<file path="config.mk">
export PLATFORM = sky130hd
export DESIGN_NAME = imu_struggle_detector_top
export DESIGN_NICKNAME = d
export VERILOG_FILES = /design/src/rtl/isd_pkg.sv /design/src/rtl/isd_front.sv /design/src/rtl/isd_queue.sv /design/src/rtl/isd_back.sv /design/src/rtl/imu_struggle_detector_top.sv
export SDC_FILE = /design/constraint.sdc
export NUM_CORES = 2
export LEC_CHECK = 0
export BUFFER_PORTS_ARGS = -buffer_cell sky130_fd_sc_hd__buf_4
export CORE_ASPECT_RATIO = 0.9
export CORE_MARGIN = 4
export CORE_UTILIZATION = 28
export CTS_CLUSTER_DIAMETER = 60
export CTS_CLUSTER_SIZE = 12
export DETAILED_ROUTE_END_ITERATION = 10
export PLACE_DENSITY = 0.45
export SLEW_MARGIN = 15
export SYNTH_ARGS = -nofsm -noshare
export SYNTH_HDL_FRONTEND = slang
export SYNTH_SLANG_ARGS = --single-unit
export TNS_END_PERCENT = 50
</file>
<file path="constraint.sdc">
create_clock -name clock -period 16.25 [get_ports clock]
set_input_delay 3.25 -clock clock [delete_from_list [all_inputs] [get_ports clock]]
set_output_delay 3.25 -clock clock [all_outputs]
set_load 0.02 [all_outputs]
</file>
<file path="src/rtl/isd_pkg.sv">
// Shared types and constants for the IMU struggle detector.
package isd_pkg;

   localparam int unsigned ACCEL_W = 15;
   localparam int unsigned GYRO_W  = 16;
   localparam int unsigned JERK_W  = 27;
   localparam int unsigned CONF_W  = 7;

   localparam logic [1:0] REG_ACCEL_THRESHOLD = 2'd0;
   localparam logic [1:0] REG_GYRO_THRESHOLD  = 2'd1;
   localparam logic [1:0] REG_HITS_NEEDED     = 2'd2;
   localparam logic [1:0] REG_JERK_RATE       = 2'd3;

   localparam logic [ACCEL_W-1:0] PREV_ACCEL_RESET = 15'd1024;
   localparam logic [15:0]        JERK_FULL_SCALE  = 16'd10240;
   // 2^32 / 10240 rounded up: (j * JERK_RECIP) >> 16 is floor(j * 65536 / 10240) for j <= 10240
   localparam logic [18:0]        JERK_RECIP       = 19'd419431;

   typedef struct packed {
      logic [ACCEL_W-1:0] am;
      logic [GYRO_W-1:0]  gm;
   } mag_type;

   typedef struct packed {
      logic [14:0] accel_threshold;
      logic [15:0] gyro_threshold;
      logic [9:0]  hits_needed;
      logic [11:0] jerk_rate;
      logic        clear_hits;
   } cfg_type;

   typedef enum logic [1:0] {F_IDLE, F_SQUARE, F_ROOT, F_PUSH} front_state_type;
   typedef enum logic [1:0] {B_IDLE, B_PREP, B_LOAD, B_DIV} back_state_type;

endpackage

</file>
<file path="src/rtl/isd_front.sv">
// Front end: takes a sample, sums squares on one multiplier, two bit-serial square roots.
module isd_front
   import isd_pkg::*;
(
   input  logic               clock,
   input  logic               reset,
   input  logic               req_valid,
   output logic               req_ready,
   input  logic signed [14:0] req_accel_x,
   input  logic signed [14:0] req_accel_y,
   input  logic signed [14:0] req_accel_z,
   input  logic signed [15:0] req_rate_x,
   input  logic signed [15:0] req_rate_y,
   input  logic signed [15:0] req_rate_z,
   output logic               push,
   output mag_type            push_data,
   input  logic               q_full
);

   front_state_type state_ff, state_in;
   logic [2:0]  step_ff, step_in;
   logic [3:0]  rcnt_ff, rcnt_in;
   logic [15:0] op_ff [6];
   logic [15:0] op_in [6];
   logic [31:0] n_ff [2];
   logic [31:0] n_in [2];
   logic [17:0] rem_ff [2];
   logic [17:0] rem_in [2];
   logic [15:0] root_ff [2];
   logic [15:0] root_in [2];
   logic [31:0] prod;
   logic [17:0] trial [2];
   logic [17:0] tsub [2];

   function automatic logic [15:0] abs15(input logic [14:0] v);
      logic [14:0] m;
      m = v[14] ? (~v + 15'd1) : v;
      return {1'b0, m};
   endfunction

   function automatic logic [15:0] abs16(input logic [15:0] v);
      return v[15] ? (~v + 16'd1) : v;
   endfunction

   assign prod      = op_ff[step_ff] * op_ff[step_ff];
   assign req_ready = (state_ff == F_IDLE);
   assign push      = (state_ff == F_PUSH) && !q_full;
   assign push_data = '{am: root_ff[0][14:0], gm: root_ff[1]};

   always_comb begin
      state_in = state_ff;
      step_in  = step_ff;
      rcnt_in  = rcnt_ff;
      op_in    = op_ff;
      n_in     = n_ff;
      rem_in   = rem_ff;
      root_in  = root_ff;
      for (int i = 0; i < 2; i++) begin
         trial[i] = {rem_ff[i][15:0], n_ff[i][31:30]};
         tsub[i]  = {root_ff[i], 2'b01};
      end
      case (state_ff)
         F_IDLE: begin
            if (req_valid) begin
               op_in[0] = abs15(req_accel_x);
               op_in[1] = abs15(req_accel_y);
               op_in[2] = abs15(req_accel_z);
               op_in[3] = abs16(req_rate_x);
               op_in[4] = abs16(req_rate_y);
               op_in[5] = abs16(req_rate_z);
               n_in[0]  = '0;
               n_in[1]  = '0;
               step_in  = '0;
               state_in = F_SQUARE;
            end
         end
         F_SQUARE: begin
            // n holds the running sum of squares until the roots start
            if (step_ff < 3'd3) n_in[0] = n_ff[0] + prod;
            else                n_in[1] = n_ff[1] + prod;
            step_in = step_ff + 3'd1;
            if (step_ff == 3'd5) begin
               step_in    = '0;
               rem_in[0]  = '0;
               rem_in[1]  = '0;
               root_in[0] = '0;
               root_in[1] = '0;
               rcnt_in    = '0;
               state_in   = F_ROOT;
            end
         end
         F_ROOT: begin
            for (int i = 0; i < 2; i++) begin
               n_in[i] = {n_ff[i][29:0], 2'b00};
               if (trial[i] >= tsub[i]) begin
                  rem_in[i]  = trial[i] - tsub[i];
                  root_in[i] = {root_ff[i][14:0], 1'b1};
               end else begin
                  rem_in[i]  = trial[i];
                  root_in[i] = {root_ff[i][14:0], 1'b0};
               end
            end
            rcnt_in = rcnt_ff + 4'd1;
            if (rcnt_ff == 4'd15) state_in = F_PUSH;
         end
         F_PUSH: begin
            if (!q_full) state_in = F_IDLE;
         end
         default: state_in = F_IDLE;
      endcase
   end

   always_ff @(posedge clock) begin
      if (reset) begin
         state_ff <= F_IDLE;
      end else begin
         state_ff <= state_in;
      end
      step_ff <= step_in;
      rcnt_ff <= rcnt_in;
      op_ff   <= op_in;
      n_ff    <= n_in;
      rem_ff  <= rem_in;
      root_ff <= root_in;
   end

endmodule

</file>
<file path="src/rtl/isd_queue.sv">
// Two-entry queue of magnitude pairs between front and back end.
module isd_queue
   import isd_pkg::*;
(
   input  logic    clock,
   input  logic    reset,
   input  logic    push,
   input  mag_type push_data,
   output logic    full,
   input  logic    pop,
   output logic    not_empty,
   output mag_type pop_data
);

   mag_type    mem_ff [2];
   logic       wr_ff, wr_in;
   logic       rd_ff, rd_in;
   logic [1:0] cnt_ff, cnt_in;

   assign full      = (cnt_ff == 2'd2);
   assign not_empty = (cnt_ff != 2'd0);
   assign pop_data  = mem_ff[rd_ff];

   always_comb begin
      wr_in  = push ? ~wr_ff : wr_ff;
      rd_in  = pop ? ~rd_ff : rd_ff;
      cnt_in = cnt_ff + {1'b0, push} - {1'b0, pop};
   end

   always_ff @(posedge clock) begin
      if (reset) begin
         wr_ff  <= 1'b0;
         rd_ff  <= 1'b0;
         cnt_ff <= '0;
      end else begin
         wr_ff  <= wr_in;
         rd_ff  <= rd_in;
         cnt_ff <= cnt_in;
      end
      if (push) mem_ff[wr_ff] <= push_data;
   end

endmodule

</file>
<file path="src/rtl/isd_back.sv">
// Back end: jerk, shared serial divider for the ratios, hit counter and result register.
module isd_back
   import isd_pkg::*;
#(
   parameter int unsigned HIT_COUNTER_BITS = 10
)
(
   input  logic        clock,
   input  logic        reset,
   input  cfg_type     cfg,
   input  logic        q_not_empty,
   input  mag_type     q_data,
   output logic        pop,
   output logic        rsp_valid,
   input  logic        rsp_ready,
   output logic        rsp_is_struggle,
   output logic        rsp_struggle_active,
   output logic [6:0]  rsp_confidence,
   output logic [14:0] rsp_accel_magnitude,
   output logic [15:0] rsp_gyro_magnitude,
   output logic [26:0] rsp_jerk_value
);

   localparam int unsigned CW = (HIT_COUNTER_BITS > 10) ? HIT_COUNTER_BITS : 10;
   localparam logic [HIT_COUNTER_BITS-1:0] CMAX = {HIT_COUNTER_BITS{1'b1}};

   back_state_type state_ff, state_in;
   logic [14:0] am_ff, am_in;
   logic [15:0] gm_ff, gm_in;
   logic        hit_ff, hit_in;
   logic [26:0] jerk_ff, jerk_in;
   logic [14:0] prev_ff, prev_in;
   logic [HIT_COUNTER_BITS-1:0] cnt_ff, cnt_in;
   logic        act_ff, act_in;
   logic        sel_ff, sel_in;
   logic [4:0]  bit_ff, bit_in;
   logic [15:0] rem_ff, rem_in;
   logic [31:0] dvd_ff, dvd_in;
   logic [15:0] dvs_ff, dvs_in;
   logic [19:0] q_ff, q_in;
   logic        vld_ff, vld_in;
   logic        str_ff, str_in;
   logic        sact_ff, sact_in;
   logic [6:0]  conf_ff, conf_in;
   logic [14:0] oam_ff, oam_in;
   logic [15:0] ogm_ff, ogm_in;
   logic [26:0] ojk_ff, ojk_in;

   logic [14:0] diff;
   logic [16:0] trial;
   logic        ge;
   logic [31:0] quo;
   logic [19:0] qsat;
   logic [15:0] ta_d, tg_d;
   logic [13:0] jm;
   logic [32:0] ejp;
   logic        deliver;
   logic [16:0] ea, eg, ej;
   logic [23:0] wsum;
   logic [7:0]  conf_h;
   logic [20:0] rsum;
   logic [25:0] rprod;
   logic [9:0]  conf_p;
   logic        near;
   logic [HIT_COUNTER_BITS-1:0] cnt_next;

   assign ta_d = (cfg.accel_threshold == '0) ? 16'd1 : {1'b0, cfg.accel_threshold};
   assign tg_d = (cfg.gyro_threshold == '0) ? 16'd1 : cfg.gyro_threshold;
   assign diff = (am_ff > prev_ff) ? am_ff - prev_ff : prev_ff - am_ff;
   assign jm   = (jerk_ff >= 27'(JERK_FULL_SCALE)) ? JERK_FULL_SCALE[13:0] : jerk_ff[13:0];
   // jerk ratio by reciprocal multiply, no divider pass
   assign ejp  = 33'(jm) * 33'(JERK_RECIP);

   assign trial = {rem_ff, dvd_ff[31]};
   assign ge    = (trial >= {1'b0, dvs_ff});
   assign quo   = {dvd_ff[30:0], ge};
   assign qsat  = (quo[31:19] != '0) ? 20'h80000 : quo[19:0];

   assign pop       = (state_ff == B_IDLE) && q_not_empty;
   assign rsp_valid = vld_ff;
   // the last divide step hands the result straight to the output register
   assign deliver   = (state_ff == B_DIV) && (bit_ff == 5'd31) && sel_ff
                      && (!vld_ff || rsp_ready);

   always_comb begin
      ea = (q_ff > 20'h10000) ? 17'h10000 : q_ff[16:0];
      eg = (qsat > 20'h10000) ? 17'h10000 : qsat[16:0];
      ej = ejp[32:16];
      wsum = 24'(ea) * 24'd40 + 24'(eg) * 24'd35 + 24'(ej) * 24'd25;
      conf_h = 8'd50 + {1'b0, wsum[23:17]};
      rsum  = {1'b0, q_ff} + {1'b0, qsat};
      rprod = 26'(rsum) * 26'd20;
      conf_p = rprod[25:16];
      near = ({4'b0, am_ff} * 19'd10 > {4'b0, cfg.accel_threshold} * 19'd7)
          || ({4'b0, gm_ff} * 20'd10 > {4'b0, cfg.gyro_threshold} * 20'd7);
      if (hit_ff) cnt_next = (cnt_ff < CMAX) ? cnt_ff + 1'b1 : cnt_ff;
      else        cnt_next = (cnt_ff != '0) ? cnt_ff - 1'b1 : cnt_ff;
   end

   always_comb begin
      state_in = state_ff;
      am_in    = am_ff;
      gm_in    = gm_ff;
      hit_in   = hit_ff;
      jerk_in  = jerk_ff;
      prev_in  = prev_ff;
      cnt_in   = cnt_ff;
      act_in   = act_ff;
      sel_in   = sel_ff;
      bit_in   = bit_ff;
      rem_in   = rem_ff;
      dvd_in   = dvd_ff;
      dvs_in   = dvs_ff;
      q_in     = q_ff;
      vld_in   = (vld_ff && rsp_ready) ? 1'b0 : vld_ff;
      str_in   = str_ff;
      sact_in  = sact_ff;
      conf_in  = conf_ff;
      oam_in   = oam_ff;
      ogm_in   = ogm_ff;
      ojk_in   = ojk_ff;
      case (state_ff)
         B_IDLE: begin
            if (q_not_empty) begin
               am_in    = q_data.am;
               gm_in    = q_data.gm;
               state_in = B_PREP;
            end
         end
         B_PREP: begin
            jerk_in  = 27'(diff) * 27'(cfg.jerk_rate);
            hit_in   = (am_ff > cfg.accel_threshold) && (gm_ff > cfg.gyro_threshold);
            sel_in   = 1'b0;
            state_in = B_LOAD;
         end
         B_LOAD: begin
            rem_in = '0;
            bit_in = '0;
            case (sel_ff)
               1'b0: begin
                  dvd_in = hit_ff ? {1'b0, am_ff - cfg.accel_threshold, 16'b0}
                                  : {1'b0, am_ff, 16'b0};
                  dvs_in = ta_d;
               end
               default: begin
                  dvd_in = hit_ff ? {gm_ff - cfg.gyro_threshold, 16'b0} : {gm_ff, 16'b0};
                  dvs_in = tg_d;
               end
            endcase
            state_in = B_DIV;
         end
         B_DIV: begin
            rem_in = ge ? 16'(trial - {1'b0, dvs_ff}) : trial[15:0];
            dvd_in = quo;
            bit_in = bit_ff + 5'd1;
            if (bit_ff == 5'd31) begin
               if (!sel_ff) begin
                  q_in     = qsat;
                  sel_in   = 1'b1;
                  state_in = B_LOAD;
               end else if (deliver) begin
                  state_in = B_IDLE;
                  vld_in   = 1'b1;
                  oam_in   = am_ff;
                  ogm_in   = gm_ff;
                  ojk_in   = jerk_ff;
                  prev_in  = am_ff;
                  cnt_in   = cnt_next;
                  str_in   = 1'b0;
                  if (hit_ff) begin
                     conf_in = (conf_h > 8'd100) ? 7'd100 : conf_h[6:0];
                     if (CW'(cnt_next) >= CW'(cfg.hits_needed)) begin
                        str_in = 1'b1;
                        act_in = 1'b1;
                     end
                  end else begin
                     conf_in = !near ? 7'd0 : (conf_p > 10'd100) ? 7'd100 : conf_p[6:0];
                     if (cnt_next == '0) act_in = 1'b0;
                  end
                  sact_in = act_in;
               end else begin
                  // output slot busy: hold the last step until it frees
                  rem_in = rem_ff;
                  dvd_in = dvd_ff;
                  bit_in = bit_ff;
                  q_in   = q_ff;
               end
            end
         end
         default: state_in = B_IDLE;
      endcase
      if (cfg.clear_hits) cnt_in = '0;
   end

   always_ff @(posedge clock) begin
      if (reset) begin
         state_ff <= B_IDLE;
         prev_ff  <= PREV_ACCEL_RESET;
         cnt_ff   <= '0;
         act_ff   <= 1'b0;
         vld_ff   <= 1'b0;
      end else begin
         state_ff <= state_in;
         prev_ff  <= prev_in;
         cnt_ff   <= cnt_in;
         act_ff   <= act_in;
         vld_ff   <= vld_in;
      end
      am_ff   <= am_in;
      gm_ff   <= gm_in;
      hit_ff  <= hit_in;
      jerk_ff <= jerk_in;
      sel_ff  <= sel_in;
      bit_ff  <= bit_in;
      rem_ff  <= rem_in;
      dvd_ff  <= dvd_in;
      dvs_ff  <= dvs_in;
      q_ff    <= q_in;
      str_ff  <= str_in;
      sact_ff <= sact_in;
      conf_ff <= conf_in;
      oam_ff  <= oam_in;
      ogm_ff  <= ogm_in;
      ojk_ff  <= ojk_in;
   end

   assign rsp_is_struggle     = str_ff;
   assign rsp_struggle_active = sact_ff;
   assign rsp_confidence      = conf_ff;
   assign rsp_accel_magnitude = oam_ff;
   assign rsp_gyro_magnitude  = ogm_ff;
   assign rsp_jerk_value      = ojk_ff;

endmodule

</file>
<file path="src/rtl/imu_struggle_detector_top.sv">
// Top level of the IMU struggle detector: CSRs, front end, queue and back end.
//
//  channel  direction  handshake               payload
//  req      in         req_valid / req_ready   accel_x/y/z, rate_x/y/z
//  rsp      out        rsp_valid / rsp_ready   is_struggle .. jerk_value
//  csr      in         csr_write_en            csr_index, csr_write_data
//
// Front end: accept, six squares on the shared squaring multiplier, 16 steps
// of the two bit-serial roots, then push; it takes no new sample before the push.
// Back end: two 32-step serial divisions a beat; that sets the rate.
// Synchronous reset, no clearing pass. A busy result register stalls the back end,
// a full queue stalls the front end, and req_ready then stays low.
module imu_struggle_detector_top
   import isd_pkg::*;
#(
   parameter int unsigned HIT_COUNTER_BITS = 10
)
(
   input  logic               clock,
   input  logic               reset,
   input  logic               req_valid,
   output logic               req_ready,
   input  logic signed [14:0] req_accel_x,
   input  logic signed [14:0] req_accel_y,
   input  logic signed [14:0] req_accel_z,
   input  logic signed [15:0] req_rate_x,
   input  logic signed [15:0] req_rate_y,
   input  logic signed [15:0] req_rate_z,
   output logic               rsp_valid,
   input  logic               rsp_ready,
   output logic               rsp_is_struggle,
   output logic               rsp_struggle_active,
   output logic [6:0]         rsp_confidence,
   output logic [14:0]        rsp_accel_magnitude,
   output logic [15:0]        rsp_gyro_magnitude,
   output logic [26:0]        rsp_jerk_value,
   input  logic               csr_write_en,
   input  logic [1:0]         csr_index,
   input  logic [15:0]        csr_write_data
);

   logic [14:0] ath_ff;
   logic [15:0] gth_ff;
   logic [9:0]  hits_ff;
   logic [11:0] rate_ff;
   cfg_type     cfg;
   logic        push, q_full, pop, q_not_empty;
   mag_type     push_data, pop_data;

   always_ff @(posedge clock) begin
      if (reset) begin
         ath_ff  <= 15'd2048;
         gth_ff  <= 16'd4000;
         hits_ff <= 10'd3;
         rate_ff <= 12'd50;
      end else if (csr_write_en) begin
         case (csr_index)
            REG_ACCEL_THRESHOLD: ath_ff  <= csr_write_data[14:0];
            REG_GYRO_THRESHOLD:  gth_ff  <= csr_write_data;
            REG_HITS_NEEDED:     hits_ff <= csr_write_data[9:0];
            REG_JERK_RATE:       rate_ff <= csr_write_data[11:0];
            default: ;
         endcase
      end
   end

   assign cfg = '{accel_threshold: ath_ff, gyro_threshold: gth_ff, hits_needed: hits_ff,
                  jerk_rate: rate_ff,
                  clear_hits: csr_write_en && (csr_index != REG_JERK_RATE)};

   isd_front u_front (
      .clock(clock), .reset(reset),
      .req_valid(req_valid), .req_ready(req_ready),
      .req_accel_x(req_accel_x), .req_accel_y(req_accel_y), .req_accel_z(req_accel_z),
      .req_rate_x(req_rate_x), .req_rate_y(req_rate_y), .req_rate_z(req_rate_z),
      .push(push), .push_data(push_data), .q_full(q_full)
   );

   isd_queue u_queue (
      .clock(clock), .reset(reset),
      .push(push), .push_data(push_data), .full(q_full),
      .pop(pop), .not_empty(q_not_empty), .pop_data(pop_data)
   );

   isd_back #(.HIT_COUNTER_BITS(HIT_COUNTER_BITS)) u_back (
      .clock(clock), .reset(reset), .cfg(cfg),
      .q_not_empty(q_not_empty), .q_data(pop_data), .pop(pop),
      .rsp_valid(rsp_valid), .rsp_ready(rsp_ready),
      .rsp_is_struggle(rsp_is_struggle), .rsp_struggle_active(rsp_struggle_active),
      .rsp_confidence(rsp_confidence), .rsp_accel_magnitude(rsp_accel_magnitude),
      .rsp_gyro_magnitude(rsp_gyro_magnitude), .rsp_jerk_value(rsp_jerk_value)
   );

endmodule
</file>
# After elaboration in Yosys (flattened, before gate mapping)
# Memories as Yosys holds them, arrays and structs flattened. A register that Yosys moved wholly into a read port is not among the register bits.
# Index checks and enable logic that the tools add are counted.
# word_totals
wordCells	259
memories	1
in_bits	116
mem_bits_ro	0
latch_bits	0
regBits	501
out_inout_bits	69
ram_bits	62
# classes
eq_ne	24
n_lt_le_gt_ge	17
bitwise	10
muxes	80
reduce_logical	43
mul	11
shifts	0
add_sub_neg	26
div	0
# mem_list
name	depth	width	rd	rd_ports_with_merged_regs	wr	line	rtl
u_queue.mem_ff	2	31	1	1	1	isd_queue.sv:15	mag_type mem_ff [2];
# op_table
op	count
$mux W32	8
$pmux W64 S3	1
$mux W16	9
$pmux W32 S2	2
$mux W15	5
$pmux W34 S2	1
$add A32 B32 Y32	2
$mux W64	1
$mux W14	4
$add A16 B1 Y16 const B	3
$bmux W16 S3	1
$not A16 Y16	3
$sub A16 B16 Y16	3
$add A15 B1 Y15 const B	3
$not A15 Y15	3
$sub A15 B15 Y15	3
$gt A20 B17 Y1 const B	2
$mul A16 B3 Y19 const B	2
$ge A18 B18 Y1	2
$mul A15 B3 Y18 const B	2
$mux W17	2
$mux W34	1
$mul A14 B19 Y33 const B	1
$mul A16 B16 Y32	1
71 further kinds	146

# Depth between registers and ports, before layout
# logic_depth
depth_word	11
ltp_mapped	55
depth_no_buf	53

# Hierarchy
# Synthesis repeated with hierarchy kept, for this count alone.
# hier_totals
hier_cells	6127
hier_area_um2	60619.4
# modules_own_cells
mod	cells_each	instances	area_per_inst_um2
isd_back	3467	1	33263.2
isd_front	2334	1	22700.5
isd_queue	117	1	2463.6
imu_struggle_detector_top	209	1	2192.1

# Worst setup path after synthesis
# OpenSTA, ideal clock, no wires.
# synth_path
path_kind	register to register
from	reg u_back.jerk_ff[14]
to	reg u_back.conf_ff[0] (netlist: u_back.rsp_confidence[0]) (data pin)
period_less_slack_ps	12421
arrival_ps	12167
setup_time_ps	254
path_buffers	2
stages_incl_launch_ff	50
slack_ps	3829
cell_sequence	edfxtp_1 nor4_1 nand3_1 nor2_1 clkbuf_1 and2_1 inv_1 fa_1 fa_1 inv_1 fa_1 inv_1 fa_1 inv_1 fa_1 inv_1 fa_1 inv_1 [... 14 more ...] inv_1 fa_1 inv_1 ha_1 nand3_1 nor4_2 a21oi_1 o21a_1 o21ai_0 a21oi_1 xnor2_1 ha_1 buf_1 xor3_1 nand4_1 o22ai_1 a41oi_2 a2bb2o_4
# synth_between
elab_chain_cells	9
# synth_lines
element	line	rtl
start, declared	isd_back.sv:31	logic [26:0] jerk_ff, jerk_in;
start signal, assigned	isd_back.sv:212	jerk_ff <= jerk_in;
$ge A27 B14 Y1 (*)	isd_back.sv:70	assign jm = (jerk_ff >= 27'(JERK_FULL_SCALE)) ? JERK_FULL_SCALE[13:0] : jerk_ff[13:0];
$mux W14 (*)	isd_back.sv:70	
$mul A14 B19 Y33 (*)	isd_back.sv:72	assign ejp = 33'(jm) * 33'(JERK_RECIP);
$mul A17 B5 Y22 (*)	isd_back.sv:89	wsum = 24'(ea) * 24'd40 + 24'(eg) * 24'd35 + 24'(ej) * 24'd25;
$add A24 B22 Y24 (*)	isd_back.sv:89	
$add A6 B7 Y8 (*)	isd_back.sv:90	conf_h = 8'd50 + {1'b0, wsum[23:17]};
$gt A8 B7 Y1	isd_back.sv:171	conf_in = (conf_h > 8'd100) ? 7'd100 : conf_h[6:0];
$mux W7 (*)	isd_back.sv:171	
$mux W7 (*)	isd_back.sv:170	if (hit_ff) begin
end signal, assigned	isd_back.sv:221	conf_ff <= conf_in;
end, declared	isd_back.sv:44	logic [6:0] conf_ff, conf_in;
# Every way passes the cells marked *; elsewhere a longest branch is shown, timed or not.
# A chain may end at the register's enable or synchronous reset.

# Final worst setup path
# layout_path
from	reg u_back.jerk_ff[15]
to	reg u_back.conf_ff[0] (netlist: u_back.rsp_confidence[0]) (data pin)
# The elaborated chain is that of the path after synthesis.

==> impl_summary.log <==
INFO  metric critical-path-slowest-cell = sky130_fd_sc_hd__nor2_1
INFO  metric cts-htree-levels = 3
INFO  metric ctsLongestPathBuffers = 3
INFO  metric clock_sinks = 594
INFO  metric synth-compound-area-share = 0.105
INFO  metric post-dp-hpwl = 126000 um
INFO  metric timing_max_transition_violations_final = 0
INFO  metric critPathKind = flip-flop to flip-flop
INFO  metric topRoutingLayerUsed = met4
INFO  metric worst_r2r_path_depth = 47
INFO  metric timing_hold_violations_final = 0
INFO  metric cts_setup_buffers = 0
INFO  metric floorplan.rows = 161
INFO  metric reg_area = 17000 um2
INFO  metric globalRoute.totalOverflow = 0
INFO  metric drtPass1Iterations = 5
INFO  metric worst_path_most_repeated_cell = sky130_fd_sc_hd__fa_1
INFO  metric fillerInstances = 22.0k
INFO  metric synth_cell_type_count = 92
INFO  metric period_needed = 14120 ps
INFO  metric floorplan.io_pins = 185
INFO  metric worstSkewPairLatency = 710 ps
INFO  metric worst_setup_path_endpoint = u_back.rsp_confidence[0]
INFO  metric grt_max_degree = 80
INFO  metric share_of_final_layout_standard_cells_stronger_than_drive_strength_1 = 0.0819
INFO  metric met1_length = 74900 um
INFO  metric drc = 0
INFO  metric die_area = 222000 um2
INFO  metric final_nets = 7636
INFO  metric drv.max_cap_violation_count = 0
INFO  metric reg2reg_to = u_back.rsp_confidence[0]
INFO  metric multiplexer_share_of_the_synthesized_area = 0.0324
INFO  metric die-width = 496 um
INFO  metric wire_per_inst = 17.2 um
INFO  metric path_max_fanout = 13
INFO  metric synth_adder_area_share = 0.325
INFO  metric tritoncts = done
INFO  metric ant_nets = 0
INFO  metric synth_flop_cell = sky130_fd_sc_hd__edfxtp_1
INFO  metric part_of_the_yosys_area_used_for_sequential_elements = 0.282
INFO  metric postSynthAreaPerCell = 9.85 um2
INFO  metric layout_commonest_cell = sky130_fd_sc_hd__inv_1
INFO  metric cts_inserted_buffers = 76
INFO  metric setup.worst_path.end_class = flip-flop
INFO  metric iter_0_drt_violations = 2196
INFO  metric nature_of_the_critical_path_startpoint = flip-flop
INFO  metric clk_root_buffer_cell = sky130_fd_sc_hd__clkbuf_16
INFO  metric critical_path.top_delay_family = adder cells
INFO  metric netlist_area = 60100 um2
INFO  metric synth_top_family_by_area = adder cells
INFO  metric achievable-frequency = 70.8 MHz
INFO  metric cpPeakStageDelay = 680 ps
INFO  metric viasPerCell = 4.60
INFO  metric hold_class = flip-flop to flip-flop
INFO  metric worst-slew-pin-transition = 1180 ps
INFO  metric timing.rr.start = u_back.jerk_ff[15]
INFO  metric global_route_wire_length_before_repair = 249000 um
INFO  metric critPathBufInv = 8
INFO  metric critical_path_start = u_back.jerk_ff[15]
INFO  metric floorplan.initialDensity = 0.281
INFO  metric die_h = 447 um
INFO  metric finalSetupTns = 0 ps
INFO  metric relSlewSlack = 0.211
INFO  metric core_box_area = 214000 um2
INFO  metric synthesis.yosys.warnings = 0
INFO  metric layout_worst_path_cycle_share = 0.869
INFO  metric cts-resized-gates = 0
INFO  metric min-delay-start = u_back.jerk_ff[26]
INFO  metric track_usage = 0.142
INFO  metric postSynth.asyncResetShare = 0
INFO  metric layout.cells.most_common_list = sky130_fd_sc_hd__inv_1 (919), sky130_fd_sc_hd__ha_1 (788), sky130_fd_sc_hd__nand2_1 (533)
INFO  metric final-setup-viol-count = 0
INFO  metric totalWireLength = 158000 um
INFO  metric worst-endpoint-arrival = 14550 ps
INFO  metric timing.clock.skew = 60.4 ps
INFO  metric syn_inst = 6097
INFO  metric post_synth_and_or_nand_nor_area_fraction = 0.133
INFO  metric post_synth_xor_area_fraction = 0.0550
INFO  metric dr_wl_met2 = 74200 um
INFO  metric wl_met3 = 4700 um
INFO  metric final_standard_cell_utilization_of_the_core = 0.316
INFO  metric layout_stage_area_growth_over_the_synthesis_result = 12.3%
INFO  metric gpl.final_weighted_congestion = 0.835
INFO  metric synth_seq_cells = 594
INFO  metric first_global_vias = 43.2k
INFO  metric holdBufCountCts = 0
INFO  metric routed-via-count = 42.1k
INFO  metric timing.critical_path.depth = 47
INFO  metric synthesis.nets = 7483
INFO  metric status = finished clean
INFO  metric synth_edf_count = 506
INFO  metric multi_input_area = 39200 um2
INFO  metric port-buffer-count = 184
INFO  metric rsz0062_at_grt = no
INFO  metric cts.clk_slew.worst_paths = 60 ps
INFO  metric critPathRequiredTime = 16680 ps
INFO  metric reg2reg_setup_slack = 2130 ps
INFO  metric antenna_found_initial = 4
synth_stat cells, types with 41 or more instances:
master / n / share of area
sky130_fd_sc_hd__a21o_1: 111 / 0.014
sky130_fd_sc_hd__a21oi_1: 296 / 0.025
sky130_fd_sc_hd__and2_1: 169 / 0.018
sky130_fd_sc_hd__and3_1: 52 / 0.0054
sky130_fd_sc_hd__clkbuf_1: 139 / 0.0087
sky130_fd_sc_hd__dfxtp_1: 88 / 0.029
sky130_fd_sc_hd__edfxtp_1: 506 / 0.25
sky130_fd_sc_hd__fa_1: 481 / 0.16
sky130_fd_sc_hd__ha_1: 789 / 0.16
sky130_fd_sc_hd__inv_1: 919 / 0.057
sky130_fd_sc_hd__mux2_2: 44 / 0.0082
sky130_fd_sc_hd__mux2i_1: 80 / 0.013
sky130_fd_sc_hd__nand2_1: 533 / 0.033
sky130_fd_sc_hd__nand2b_1: 79 / 0.0082
sky130_fd_sc_hd__nand3_1: 56 / 0.0047
sky130_fd_sc_hd__nand4_1: 42 / 0.0044
sky130_fd_sc_hd__nor2_1: 355 / 0.022
sky130_fd_sc_hd__nor2b_1: 88 / 0.0092
sky130_fd_sc_hd__nor3_1: 81 / 0.0067
sky130_fd_sc_hd__o21ai_0: 210 / 0.017
sky130_fd_sc_hd__o21bai_1: 41 / 0.0051
sky130_fd_sc_hd__or2_2: 44 / 0.0046
sky130_fd_sc_hd__xnor2_1: 271 / 0.040
sky130_fd_sc_hd__xor2_1: 99 / 0.014
flip-flops by register name (all words and copies together), names as in the netlist, 16 cells and up:
register / cells
u_back.gm_ff: 16
u_back.rsp_jerk_value: 27
u_front.op_ff: 93
gth_ff: 16
u_back.q_ff: 20
u_front.push_data: 31
u_front.rem_ff: 32
u_front.n_ff: 64
u_back.rem_ff: 16
u_back.rsp_gyro_magnitude: 16
u_queue.mem_ff: 62
u_back.jerk_ff: 27
u_back.dvd_ff: 32
u_back.dvs_ff: 16
cell type report:
cell class / instances / area share
repair buffers: 237 / 0.0264
inverters: 921 / 0.0513
diodes: 3 / 0.000111
clock inverters: 36 / 0.00680
well taps: 2852 / 0.0529
multi-input cells: 4420 / 0.580
flip-flops and latches: 594 / 0.251
clock buffers: 96 / 0.0308
metrics by stage:
step	hold slack (ps)	setup slack (ps)	cells	instance area [um2]
2_1_floorplan	417	3830	6097	60100
4_1_cts	448	2120	9156	67500
3_3_place_gp	432	2300	9024	64900
3_5_place_dp	436	2180	9024	64900
6_report	450	2130	9159	67500
5_1_grt	469	1100	9157	67500
how the worst min path moves through the flow:
stage,to,depth (start not counted)
final,u_back.rsp_jerk_value[26],0
after global placement,u_back.rsp_jerk_value[26],0
after floorplan,u_back.rsp_jerk_value[10],0
after detailed placement,u_back.rsp_jerk_value[23],0
after CTS,u_back.rsp_jerk_value[23],0
after global routing,u_back.rsp_jerk_value[19],0
cells by family (layout without fill, tap and decap cells):
family,after synthesis,in the layout
AO/OA/AOI/OAI,989,989
XOR/XNOR,373,373
adder cells (fa/ha/maj),1270,1270
buffers and inverters,1083,1290
flip-flops,594,594
multiplexers,153,153
other,0,3
AND/OR/NAND/NOR,1635,1635
metal layers:
metal  vias up  track usage
met5         -            0
met4         0       0.0363
met3       157       0.0169
met2       580        0.237
met1     20400        0.196
li1      21000            -
Power is not shown: default switching activity piles up to over one toggle a cycle in this logic, so the estimate is an artifact.
